[config.mk]
export PLATFORM = sky130hd
export DESIGN_NAME = gyro_bias_calibrate_and_scale
export DESIGN_NICKNAME = d
export VERILOG_FILES = /design/src/hdl/gbcs_pkg.sv /design/src/hdl/gbcs_front.sv /design/src/hdl/gbcs_fifo.sv /design/src/hdl/gbcs_div.sv /design/src/hdl/gbcs_back.sv /design/src/hdl/gyro_bias_calibrate_and_scale.sv
export VERILOG_INCLUDE_DIRS = /design/src /design/src/hdl
export SDC_FILE = /design/constraint.sdc
export NUM_CORES = 2
export LEC_CHECK = 0
export ABC_AREA = 1
export BUFFER_PORTS_ARGS = -buffer_cell sky130_fd_sc_hd__buf_2
export CAP_MARGIN = 20
export CORE_ASPECT_RATIO = 1.4
export CORE_MARGIN = 5
export CORE_UTILIZATION = 40
export DETAILED_ROUTE_END_ITERATION = 12
export PLACE_DENSITY_LB_ADDON = 0.2
export SLEW_MARGIN = 20
export SYNTH_ARGS = -nofsm -noshare
export SYNTH_HDL_FRONTEND = slang
export SYNTH_SLANG_ARGS = --single-unit
[constraint.sdc]
create_clock -name clk_i -period 9.7 [get_ports clk_i]
set_clock_uncertainty 0.15 [all_clocks]
set_input_delay 1.455 -clock clk_i [delete_from_list [all_inputs] [get_ports clk_i]]
set_output_delay 1.455 -clock clk_i [all_outputs]
set_load 0.01 [all_outputs]
[src/hdl/gyro_bias_calibrate_and_scale_assert.svh]
// Assertion macros for the gyro bias block.
`ifndef GYRO_BIAS_CALIBRATE_AND_SCALE_ASSERT_SVH
`define GYRO_BIAS_CALIBRATE_AND_SCALE_ASSERT_SVH

// Checked outside reset only.
`define GBCS_ASSERT(lbl, prop, msg) \
  lbl: assert property (@(posedge clk_i) disable iff (!rst_ni) prop) \
    else $error(msg);

// Checked on every edge, reset included.
`define GBCS_ASSERT_ALWAYS(lbl, prop, msg) \
  lbl: assert property (@(posedge clk_i) prop) \
    else $error(msg);

`endif

[src/hdl/gbcs_pkg.sv]
package gbcs_pkg;

  localparam int unsigned AXES            = 3;
  localparam int unsigned SAMPLE_W        = 16;
  localparam int unsigned SUM_W           = 32;
  localparam int unsigned CNT_W           = 16;
  localparam int unsigned SHIFT_W         = 2;
  localparam int unsigned PROD_W          = 22;  // 16-bit sample times 35
  localparam int unsigned RATE_W          = 25;
  localparam int unsigned RATE_MUL        = 35;  // 8.75 mdps in 0.25 mdps units
  localparam logic [AXES-1:0] AXIS_NEG    = 3'b011;  // X and Y flipped
  localparam int unsigned CAL_SAMPLES_DEF = 1024;
  localparam int unsigned QUEUE_DEPTH_DEF = 4;

  typedef enum logic [1:0] {
    KIND_CAL,   // still averaging
    KIND_LAST,  // completes the average
    KIND_RUN    // bias already fixed
  } kind_e;

  typedef logic [AXES-1:0][SAMPLE_W-1:0] sample_vec_t;
  typedef logic [AXES-1:0][SUM_W-1:0]    sum_vec_t;

  typedef struct packed {
    kind_e       kind;
    sample_vec_t raw;
  } item_t;

  typedef struct packed {
    logic busy;
    logic done;
  } div_stat_t;

endpackage

[src/hdl/gbcs_front.sv]
module gbcs_front import gbcs_pkg::*; #(
  parameter int unsigned CAL_SAMPLES = CAL_SAMPLES_DEF
) (
  input  logic        clk_i,
  input  logic        rst_ni,
  input  logic        in_valid_i,
  input  logic        in_ready_i,
  input  sample_vec_t in_raw_i,
  output logic        push_o,
  output item_t       item_o,
  output sum_vec_t    sums_o
);

  localparam int unsigned DIVISOR = (CAL_SAMPLES < 1) ? 1 : CAL_SAMPLES;

  logic             done_q, done_d;
  logic [CNT_W-1:0] count_q, count_d;
  sum_vec_t         sums_q, sums_d;
  logic [CNT_W:0]   count_inc;
  logic             accept, last;

  assign accept    = in_valid_i && in_ready_i;
  assign count_inc = {1'b0, count_q} + (CNT_W+1)'(1);
  assign last      = count_inc >= (CNT_W+1)'(DIVISOR);

  always_comb begin
    done_d  = done_q;
    count_d = count_q;
    sums_d  = sums_q;
    if (accept && !done_q) begin
      count_d = count_inc[CNT_W-1:0];
      done_d  = last;
      for (int i = 0; i < AXES; i++) begin
        sums_d[i] = sums_q[i] + {{(SUM_W-SAMPLE_W){in_raw_i[i][SAMPLE_W-1]}}, in_raw_i[i]};
      end
    end
  end

  always_ff @(posedge clk_i or negedge rst_ni) begin
    if (!rst_ni) begin
      done_q  <= 1'b0;
      count_q <= '0;
      sums_q  <= '0;
    end else begin
      done_q  <= done_d;
      count_q <= count_d;
      sums_q  <= sums_d;
    end
  end

  always_comb begin
    item_o.raw = in_raw_i;
    if (done_q) begin
      item_o.kind = KIND_RUN;
    end else if (last) begin
      item_o.kind = KIND_LAST;
    end else begin
      item_o.kind = KIND_CAL;
    end
  end

  assign push_o = accept;
  assign sums_o = sums_q;

endmodule

[src/hdl/gbcs_fifo.sv]
module gbcs_fifo import gbcs_pkg::*; #(
  parameter int unsigned DEPTH = QUEUE_DEPTH_DEF
) (
  input  logic  clk_i,
  input  logic  rst_ni,
  input  logic  push_i,
  input  item_t push_item_i,
  input  logic  pop_i,
  output logic  full_o,
  output logic  valid_o,
  output item_t head_o
);

  localparam int unsigned PTR_W = (DEPTH > 1) ? $clog2(DEPTH) : 1;
  localparam int unsigned CNT_QW = $clog2(DEPTH + 1);

  item_t             mem_q [DEPTH];
  logic [PTR_W-1:0]  wptr_q, rptr_q;
  logic [CNT_QW-1:0] count_q;

  function automatic logic [PTR_W-1:0] ptr_next(input logic [PTR_W-1:0] p);
    ptr_next = (p == PTR_W'(DEPTH - 1)) ? '0 : p + PTR_W'(1);
  endfunction

  always_ff @(posedge clk_i or negedge rst_ni) begin
    if (!rst_ni) begin
      wptr_q  <= '0;
      rptr_q  <= '0;
      count_q <= '0;
    end else begin
      if (push_i) begin
        wptr_q <= ptr_next(wptr_q);
      end
      if (pop_i) begin
        rptr_q <= ptr_next(rptr_q);
      end
      if (push_i && !pop_i) begin
        count_q <= count_q + CNT_QW'(1);
      end else if (pop_i && !push_i) begin
        count_q <= count_q - CNT_QW'(1);
      end
    end
  end

  always_ff @(posedge clk_i) begin
    if (push_i) begin
      mem_q[wptr_q] <= push_item_i;
    end
  end

  assign full_o  = count_q == CNT_QW'(DEPTH);
  assign valid_o = count_q != '0;
  assign head_o  = mem_q[rptr_q];

endmodule

[src/hdl/gbcs_div.sv]
module gbcs_div import gbcs_pkg::*; #(
  parameter int unsigned CAL_SAMPLES = CAL_SAMPLES_DEF
) (
  input  logic        clk_i,
  input  logic        rst_ni,
  input  logic        start_i,
  input  sum_vec_t    sums_i,
  output div_stat_t   stat_o,
  output sample_vec_t bias_o
);

  localparam int unsigned DIVISOR = (CAL_SAMPLES < 1) ? 1 : CAL_SAMPLES;
  localparam int unsigned PROD_DW = 2 * SUM_W;
  // floor(2^32 / divisor), held to 32 bits; the estimate is then low by at most one
  localparam logic [PROD_DW-1:0] RECIP_FULL = (PROD_DW'(1) << SUM_W) / PROD_DW'(DIVISOR);
  localparam logic [SUM_W-1:0]   RECIP      = (DIVISOR == 1) ? {SUM_W{1'b1}}
                                                             : RECIP_FULL[SUM_W-1:0];
  localparam logic [SUM_W-1:0]   DIV_K      = SUM_W'(DIVISOR);

  // one-hot progress: magnitude, product, estimate, remainder
  logic [3:0]                   stage_q;
  logic [AXES-1:0]              neg_q;
  sum_vec_t                     mag_q, quo_q, rem_q;
  logic [AXES-1:0][PROD_DW-1:0] prod_q;
  sample_vec_t                  quo_fix;

  always_ff @(posedge clk_i or negedge rst_ni) begin
    if (!rst_ni) begin
      stage_q <= '0;
    end else begin
      stage_q <= {stage_q[2:0], start_i};
    end
  end

  // Reciprocal multiply on the magnitude, then one remainder check.
  always_ff @(posedge clk_i) begin
    for (int i = 0; i < AXES; i++) begin
      if (start_i) begin
        neg_q[i] <= sums_i[i][SUM_W-1];
        mag_q[i] <= sums_i[i][SUM_W-1] ? (~sums_i[i] + SUM_W'(1)) : sums_i[i];
      end
      if (stage_q[0]) begin
        prod_q[i] <= {{SUM_W{1'b0}}, mag_q[i]} * {{SUM_W{1'b0}}, RECIP};
      end
      if (stage_q[1]) begin
        quo_q[i] <= prod_q[i][PROD_DW-1:SUM_W];
      end
      if (stage_q[2]) begin
        rem_q[i] <= mag_q[i] - quo_q[i] * DIV_K;
      end
    end
  end

  // Truncation toward zero: divide the magnitude, then restore the sign.
  always_comb begin
    for (int i = 0; i < AXES; i++) begin
      quo_fix[i] = (rem_q[i] >= DIV_K) ? (quo_q[i][SAMPLE_W-1:0] + SAMPLE_W'(1))
                                       : quo_q[i][SAMPLE_W-1:0];
      bias_o[i]  = neg_q[i] ? (~quo_fix[i] + SAMPLE_W'(1)) : quo_fix[i];
    end
  end

  assign stat_o.busy = |stage_q[2:0];
  assign stat_o.done = stage_q[3];

endmodule

[src/hdl/gbcs_back.sv]
module gbcs_back import gbcs_pkg::*; #(
  parameter int unsigned CAL_SAMPLES = CAL_SAMPLES_DEF
) (
  input  logic                          clk_i,
  input  logic                          rst_ni,
  input  logic [SHIFT_W-1:0]            range_shift_i,
  input  sum_vec_t                      sums_i,
  input  logic                          head_valid_i,
  input  item_t                         head_i,
  output logic                          pop_o,
  output logic                          out_valid_o,
  input  logic                          out_ready_i,
  output logic                          calibrated_o,
  output sample_vec_t                   corrected_o,
  output logic [AXES-1:0][RATE_W-1:0]   rate_o
);

  `include "gyro_bias_calibrate_and_scale_assert.svh"

  localparam logic signed [PROD_W-1:0] MUL = PROD_W'(RATE_MUL);

  sample_vec_t bias_q, div_bias;
  logic        bias_ok_q;
  div_stat_t   div_stat;
  logic        div_start;

  // stage A: correction and multiply
  logic                       a_valid_q, a_cal_q;
  sample_vec_t                a_corr_q;
  logic [AXES-1:0][PROD_W-1:0] a_prod_q;
  // stage B: result register
  logic                       b_valid_q, b_cal_q;
  sample_vec_t                b_corr_q;
  logic [AXES-1:0][RATE_W-1:0] b_rate_q;

  logic                       a_ready, b_ready, is_last;
  sample_vec_t                corr;
  logic [AXES-1:0][PROD_W-1:0] prod;
  logic [AXES-1:0][RATE_W-1:0] rate, scaled;

  assign is_last   = head_i.kind == KIND_LAST;
  assign b_ready   = !b_valid_q || out_ready_i;
  assign a_ready   = !a_valid_q || b_ready;
  // The completing item waits at the queue head until its bias is in place.
  assign pop_o     = head_valid_i && a_ready && (!is_last || bias_ok_q);
  assign div_start = head_valid_i && is_last && !bias_ok_q && !div_stat.busy && !div_stat.done;

  gbcs_div #(
    .CAL_SAMPLES (CAL_SAMPLES)
  ) u_div (
    .clk_i   (clk_i),
    .rst_ni  (rst_ni),
    .start_i (div_start),
    .sums_i  (sums_i),
    .stat_o  (div_stat),
    .bias_o  (div_bias)
  );

  always_ff @(posedge clk_i or negedge rst_ni) begin
    if (!rst_ni) begin
      bias_ok_q <= 1'b0;
      bias_q    <= '0;
    end else if (div_stat.done) begin
      bias_ok_q <= 1'b1;
      bias_q    <= div_bias;
    end
  end

  always_comb begin
    for (int i = 0; i < AXES; i++) begin
      corr[i]   = head_i.raw[i] - bias_q[i];
      prod[i]   = PROD_W'($signed({{(PROD_W-SAMPLE_W){corr[i][SAMPLE_W-1]}}, corr[i]}) * MUL);
      scaled[i] = {{(RATE_W-PROD_W){a_prod_q[i][PROD_W-1]}}, a_prod_q[i]} << range_shift_i;
      rate[i]   = AXIS_NEG[i] ? (~scaled[i] + RATE_W'(1)) : scaled[i];
    end
  end

  always_ff @(posedge clk_i or negedge rst_ni) begin
    if (!rst_ni) begin
      a_valid_q <= 1'b0;
      b_valid_q <= 1'b0;
    end else begin
      if (a_ready) begin
        a_valid_q <= pop_o;
      end
      if (b_ready) begin
        b_valid_q <= a_valid_q;
      end
    end
  end

  always_ff @(posedge clk_i) begin
    if (pop_o) begin
      a_cal_q  <= head_i.kind != KIND_CAL;
      a_corr_q <= corr;
      a_prod_q <= prod;
    end
    if (b_ready && a_valid_q) begin
      b_cal_q  <= a_cal_q;
      b_corr_q <= a_corr_q;
      b_rate_q <= rate;
    end
  end

  assign out_valid_o  = b_valid_q;
  assign calibrated_o = b_cal_q;
  assign corrected_o  = b_corr_q;
  assign rate_o       = b_rate_q;

  `GBCS_ASSERT_ALWAYS(a_div_only_for_last,
    div_stat.busy |-> (head_valid_i && is_last && !bias_ok_q),
    "divider running without a completing item at the head")
  `GBCS_ASSERT(a_bias_from_div,
    $rose(bias_ok_q) |-> $past(div_stat.done),
    "bias marked ready without a finished division")
  `GBCS_ASSERT(a_no_cal_after_bias,
    pop_o |-> !(bias_ok_q && head_i.kind == KIND_CAL),
    "averaging item issued after the bias was fixed")

endmodule

[src/hdl/gyro_bias_calibrate_and_scale.sv]
// Gyro zero-rate bias calibration and rate scaling.
//
// Slave stream (s_axis_*) takes one raw three-axis sample per request; the
// master stream (m_axis_*) returns one result per request, in order. The
// first CAL_SAMPLES samples are summed per axis; the sample that completes
// the count fixes the bias (sum / CAL_SAMPLES, truncated toward zero) and is
// itself corrected with it. Results carry the calibrated flag in tuser, the
// corrected samples and the rates (corrected * 35 << range_shift, X and Y
// negated) in tdata. range_shift is written through cfg_we_i / cfg_wdata_i.
//
// Throughput is one request per cycle while the receiver is ready and no
// completing sample is held, set by the accumulate in the front and the
// two-stage correct/scale pipeline in the back. The completing sample
// holds at the queue head while the biases are worked out (reciprocal
// multiply, estimate, remainder check); the front keeps accepting until
// the queue of QUEUE_DEPTH entries fills.
// Reset clears sums, count, bias, flag and range_shift. A stalled receiver
// holds the result register; the queue then fills and s_axis_tready_o drops.
module gyro_bias_calibrate_and_scale import gbcs_pkg::*; #(
  parameter int unsigned CAL_SAMPLES = CAL_SAMPLES_DEF,
  parameter int unsigned QUEUE_DEPTH = QUEUE_DEPTH_DEF
) (
  input  logic               clk_i,
  input  logic               rst_ni,
  // tdata: raw_x [15:0], raw_y [31:16], raw_z [47:32]
  input  logic               s_axis_tvalid_i,
  output logic               s_axis_tready_o,
  input  logic [47:0]        s_axis_tdata_i,
  // tdata: corrected_x [15:0], corrected_y [31:16], corrected_z [47:32],
  //        rate_x [72:48], rate_y [97:73], rate_z [122:98], zero fill above
  // tuser: calibrated [0]
  output logic               m_axis_tvalid_o,
  input  logic               m_axis_tready_i,
  output logic [127:0]       m_axis_tdata_o,
  output logic [0:0]         m_axis_tuser_o,
  input  logic               cfg_we_i,
  input  logic [SHIFT_W-1:0] cfg_wdata_i
);

  logic [SHIFT_W-1:0] range_shift_q;

  sample_vec_t in_raw;
  item_t       push_item, head;
  sum_vec_t    sums;
  logic        push, pop, full, head_valid, calibrated;
  sample_vec_t corrected;
  logic [AXES-1:0][RATE_W-1:0] rate;

  always_ff @(posedge clk_i or negedge rst_ni) begin
    if (!rst_ni) begin
      range_shift_q <= '0;
    end else if (cfg_we_i) begin
      range_shift_q <= cfg_wdata_i;
    end
  end

  assign in_raw          = s_axis_tdata_i;
  assign s_axis_tready_o = !full;

  // front: count, sum and tag each sample
  gbcs_front #(
    .CAL_SAMPLES (CAL_SAMPLES)
  ) u_front (
    .clk_i      (clk_i),
    .rst_ni     (rst_ni),
    .in_valid_i (s_axis_tvalid_i),
    .in_ready_i (!full),
    .in_raw_i   (in_raw),
    .push_o     (push),
    .item_o     (push_item),
    .sums_o     (sums)
  );

  // queue decoupling the tagging front from the correcting back
  gbcs_fifo #(
    .DEPTH (QUEUE_DEPTH)
  ) u_fifo (
    .clk_i       (clk_i),
    .rst_ni      (rst_ni),
    .push_i      (push),
    .push_item_i (push_item),
    .pop_i       (pop),
    .full_o      (full),
    .valid_o     (head_valid),
    .head_o      (head)
  );

  // back: bias division, correction, scaling, result register
  gbcs_back #(
    .CAL_SAMPLES (CAL_SAMPLES)
  ) u_back (
    .clk_i         (clk_i),
    .rst_ni        (rst_ni),
    .range_shift_i (range_shift_q),
    .sums_i        (sums),
    .head_valid_i  (head_valid),
    .head_i        (head),
    .pop_o         (pop),
    .out_valid_o   (m_axis_tvalid_o),
    .out_ready_i   (m_axis_tready_i),
    .calibrated_o  (calibrated),
    .corrected_o   (corrected),
    .rate_o        (rate)
  );

  assign m_axis_tdata_o = {5'b0, rate, corrected};
  assign m_axis_tuser_o = calibrated;

endmodule
==> results.sh <==
export IMPL_status="complete, no violations"
export IMPL_synthFlopType="edfxtp_1"
export IMPL_maxCapViolCount=0
export IMPL_holdWs_ns=0.259
export IMPL_grt_usage_pct=18.6
export IMPL_rsz0062_at_grt="false"
export IMPL_period_share_pct=71.9
export IMPL_finalCriticalPeriod_ns=6.98
export IMPL_cts_root_buf="clkbuf_16"
export IMPL_synth_cell_types=58
export IMPL_cts_resized=0
export IMPL_slowest_delay_ns=0.62
export IMPL_ys_top_cells_by_count="nand2_1 (1106), inv_1 (712), edfxtp_1 (703), nor2_1 (433), o21ai_0 (408)"
export IMPL_path_common_cell="nand2_1"
export IMPL_required_ns=9.99
export IMPL_die_area_mm2=0.139
export IMPL_yosys_area_top_type="edfxtp_1"
export IMPL_synth_compound_area_share_pct=10.1
export IMPL_end_kind="flop"
export IMPL_grt_pass1_wl_mm=207
export IMPL_core_mm2=0.131
export IMPL_tightest_slew_ns=1.05
export IMPL_yosysWarnings=0
export IMPL_syn_area_mm2=0.0528
export IMPL_slew_headroom_pct=30.2
export IMPL_crit_start="u_fifo.rptr_q[0]"
export IMPL_cp_slowest_cell="dfrtp_4"
export IMPL_postCtsSetupBuffers=0
export IMPL_ioPinCount=186
export IMPL_yosysTopAreaCellShare_pct=40.0
export IMPL_cts_buffer_depth=3
export IMPL_row_count=157
export IMPL_wl_mm=130
export IMPL_start_util_pct=40.3
export IMPL_finalHoldViolCount=0
export IMPL_routabilityCongestion=0.931
export IMPL_place_area_mm2=0.0556
export IMPL_routedWlPerCell_um=17.0
export IMPL_synth_mux_area_share_pct=0.808
export IMPL_worstPathMaxFanout=34
export IMPL_crit_type="flop to flop"
export IMPL_setup_viol=0
export IMPL_fp_dieW_um=317
export IMPL_num_vias=38400
export IMPL_tns_ns=0
export IMPL_min_path_cells=0
export IMPL_dr_pass1_iters=6
export IMPL_synth_simple_area_share_pct=16.6
export IMPL_timing_rr_start="u_fifo.rptr_q[0]"
export IMPL_ys_seq_area_share_pct=48.4
export IMPL_drc_errors=0
export IMPL_synth_edf_count=703
export IMPL_num_nets_final=6310
export IMPL_gr_total_overflow=0
export IMPL_via_per_inst=5.02
export IMPL_synth_xor_area_share_pct=6.44
export IMPL_critical_path_buf_inv_count=5
export IMPL_clock_sinks=880
export IMPL_drv_slew=0
export IMPL_clk_latency_ns=0.70
export IMPL_hold_class="flop to flop"
export IMPL_numPortBuffers=180
export IMPL_avgSynthCellArea_um2=9.38
export IMPL_hp_start="u_back.u_div.prod_q[180]"
export IMPL_yosysMostFrequentCell="nand2_1"
export IMPL_first_global_vias=38700
export IMPL_areaGrowthSynthToFinish_pct=11.4
export IMPL_fmaxAchievable_mhz=143
export IMPL_clkTransAtPathRegs_ns=0.06
export IMPL_cp_arrival_ns=7.27
export IMPL_synth_top_family_by_area="simple AND/OR/NAND/NOR gates"
export IMPL_async_reset_ff_share_pct=20.1
export IMPL_fp_dieH_um=440
export IMPL_ant_nets=0
export IMPL_cts_tree="built"
export IMPL_cp_depth=29
export IMPL_drt_initial_drc_count=2113
export IMPL_hold_buffers=0
export IMPL_numCtsBuffers=90
export IMPL_netlist_instances=5626
export IMPL_rr_worst_depth=29
export IMPL_setup_slack_ns=2.72
export IMPL_final_layout_size_suffix_gt1_share_pct=8.15
export IMPL_design_area_mm2=0.0588
export IMPL_grt_start_max_net_pins=125
export IMPL_synthAdderAreaFrac_pct=11.4
export IMPL_startpoint_type="flop"
export IMPL_dpl_hpwl_mm=99.2
export IMPL_cts_htree_levels=3
export IMPL_pre_cts_ws_ns=2.66
export IMPL_fillCellCount=12600
export IMPL_antenna_found_initial=19
export IMPL_critical_path_top_delay_family="adder cells"
export IMPL_ys_top_cells_by_area="edfxtp_1 (40%), ha_1 (9.2%), dfrtp_1 (8.4%)"
export IMPL_ys_ff_latch=880
worst paths after layout:
path                                           to  slack [ns]
max                           u_back.a_prod_q[43]        2.72
min                        u_back.u_div.quo_q[84]        0.26
max reg2reg                   u_back.a_prod_q[43]        2.72
min reg2reg                u_back.u_div.quo_q[84]        0.26
max in group asynchronous        u_fifo.rptr_q[0]        7.36
min in group asynchronous      u_front.sums_o[94]        0.64
layout make-up:
type                    count  area, um^2  share of cell area, %
repair buffers            213        1170                   1.99
diodes                      9        22.5                 0.0383
inverters                 721        2720                   4.62
flip-flops and latches    880       25500                   43.5
multi-input cells        3904       24000                   40.8
clock inverters            62         719                   1.22
well taps                1749        2190                   3.72
clock buffers             108        2430                   4.14
cells in the final DEF (no fill, tap or decap), types with 39 or more instances in the layout:
cell type | synthesis | final
nor3_1 | 49 | 49
xnor2_1 | 151 | 151
nor2_1 | 433 | 428
ha_1 | 387 | 387
xor2_1 | 237 | 237
buf_2 | 18 | 179
mux2i_1 | 39 | 39
edfxtp_1 | 703 | 703
inv_1 | 712 | 708
fa_1 | 58 | 58
a21oi_1 | 285 | 284
o22ai_1 | 42 | 42
nand4_1 | 114 | 114
clkbuf_16 | 0 | 93
dfrtp_1 | 177 | 171
o21ai_1 | 53 | 53
nand2_1 | 1106 | 1106
o21ai_0 | 408 | 408
nand3_1 | 252 | 252
flip-flops by register name, indices dropped and copies added, names as in the netlist, 2 cells and up:
register	count
range_shift_q	2
u_back.a_corr_q	45
u_back.a_prod_q	66
u_back.bias_q	48
u_back.corrected_o	48
u_back.rate_o	75
u_back.u_div.mag_q	66
u_back.u_div.neg_q	3
u_back.u_div.prod_q	66
u_back.u_div.quo_q	66
u_back.u_div.rem_q	66
u_back.u_div.stage_q	4
u_fifo.count_q	3
u_fifo.mem_q	200
u_fifo.rptr_q	2
u_fifo.wptr_q	2
u_front.count_q	16
u_front.sums_o	96
routing by layer:
metal	GRT usage, %	up-vias	wire, um
li1	-	19500	-
met1	21.5	17900	52300
met2	34.1	726	66200
met3	2.41	264	5470
met4	8.81	6	6100
met5	0	-	44
stage by stage:
stage,instances,util (%)
final,7646,44.9
after global placement,7467,42.5
after global routing,7641,44.9
after CTS,7637,44.9
after floorplan,5630,-
after detailed placement,7467,42.5
cell families after synthesis:
| kind of cell | count (synthesis) |
|---|---|
| other | 1 |
| AOI/OAI and AO/OA | 963 |
| and+or+nand+nor | 2062 |
| xor gates and xnor gates | 388 |
| adders and majority gates | 445 |
| DFF | 880 |
| muxes | 41 |
| buffers and inverters | 846 |
Power is left out: the tool's default activity adds up to more than one toggle a clock period on the data nets, which glitch-free logic cannot reach.
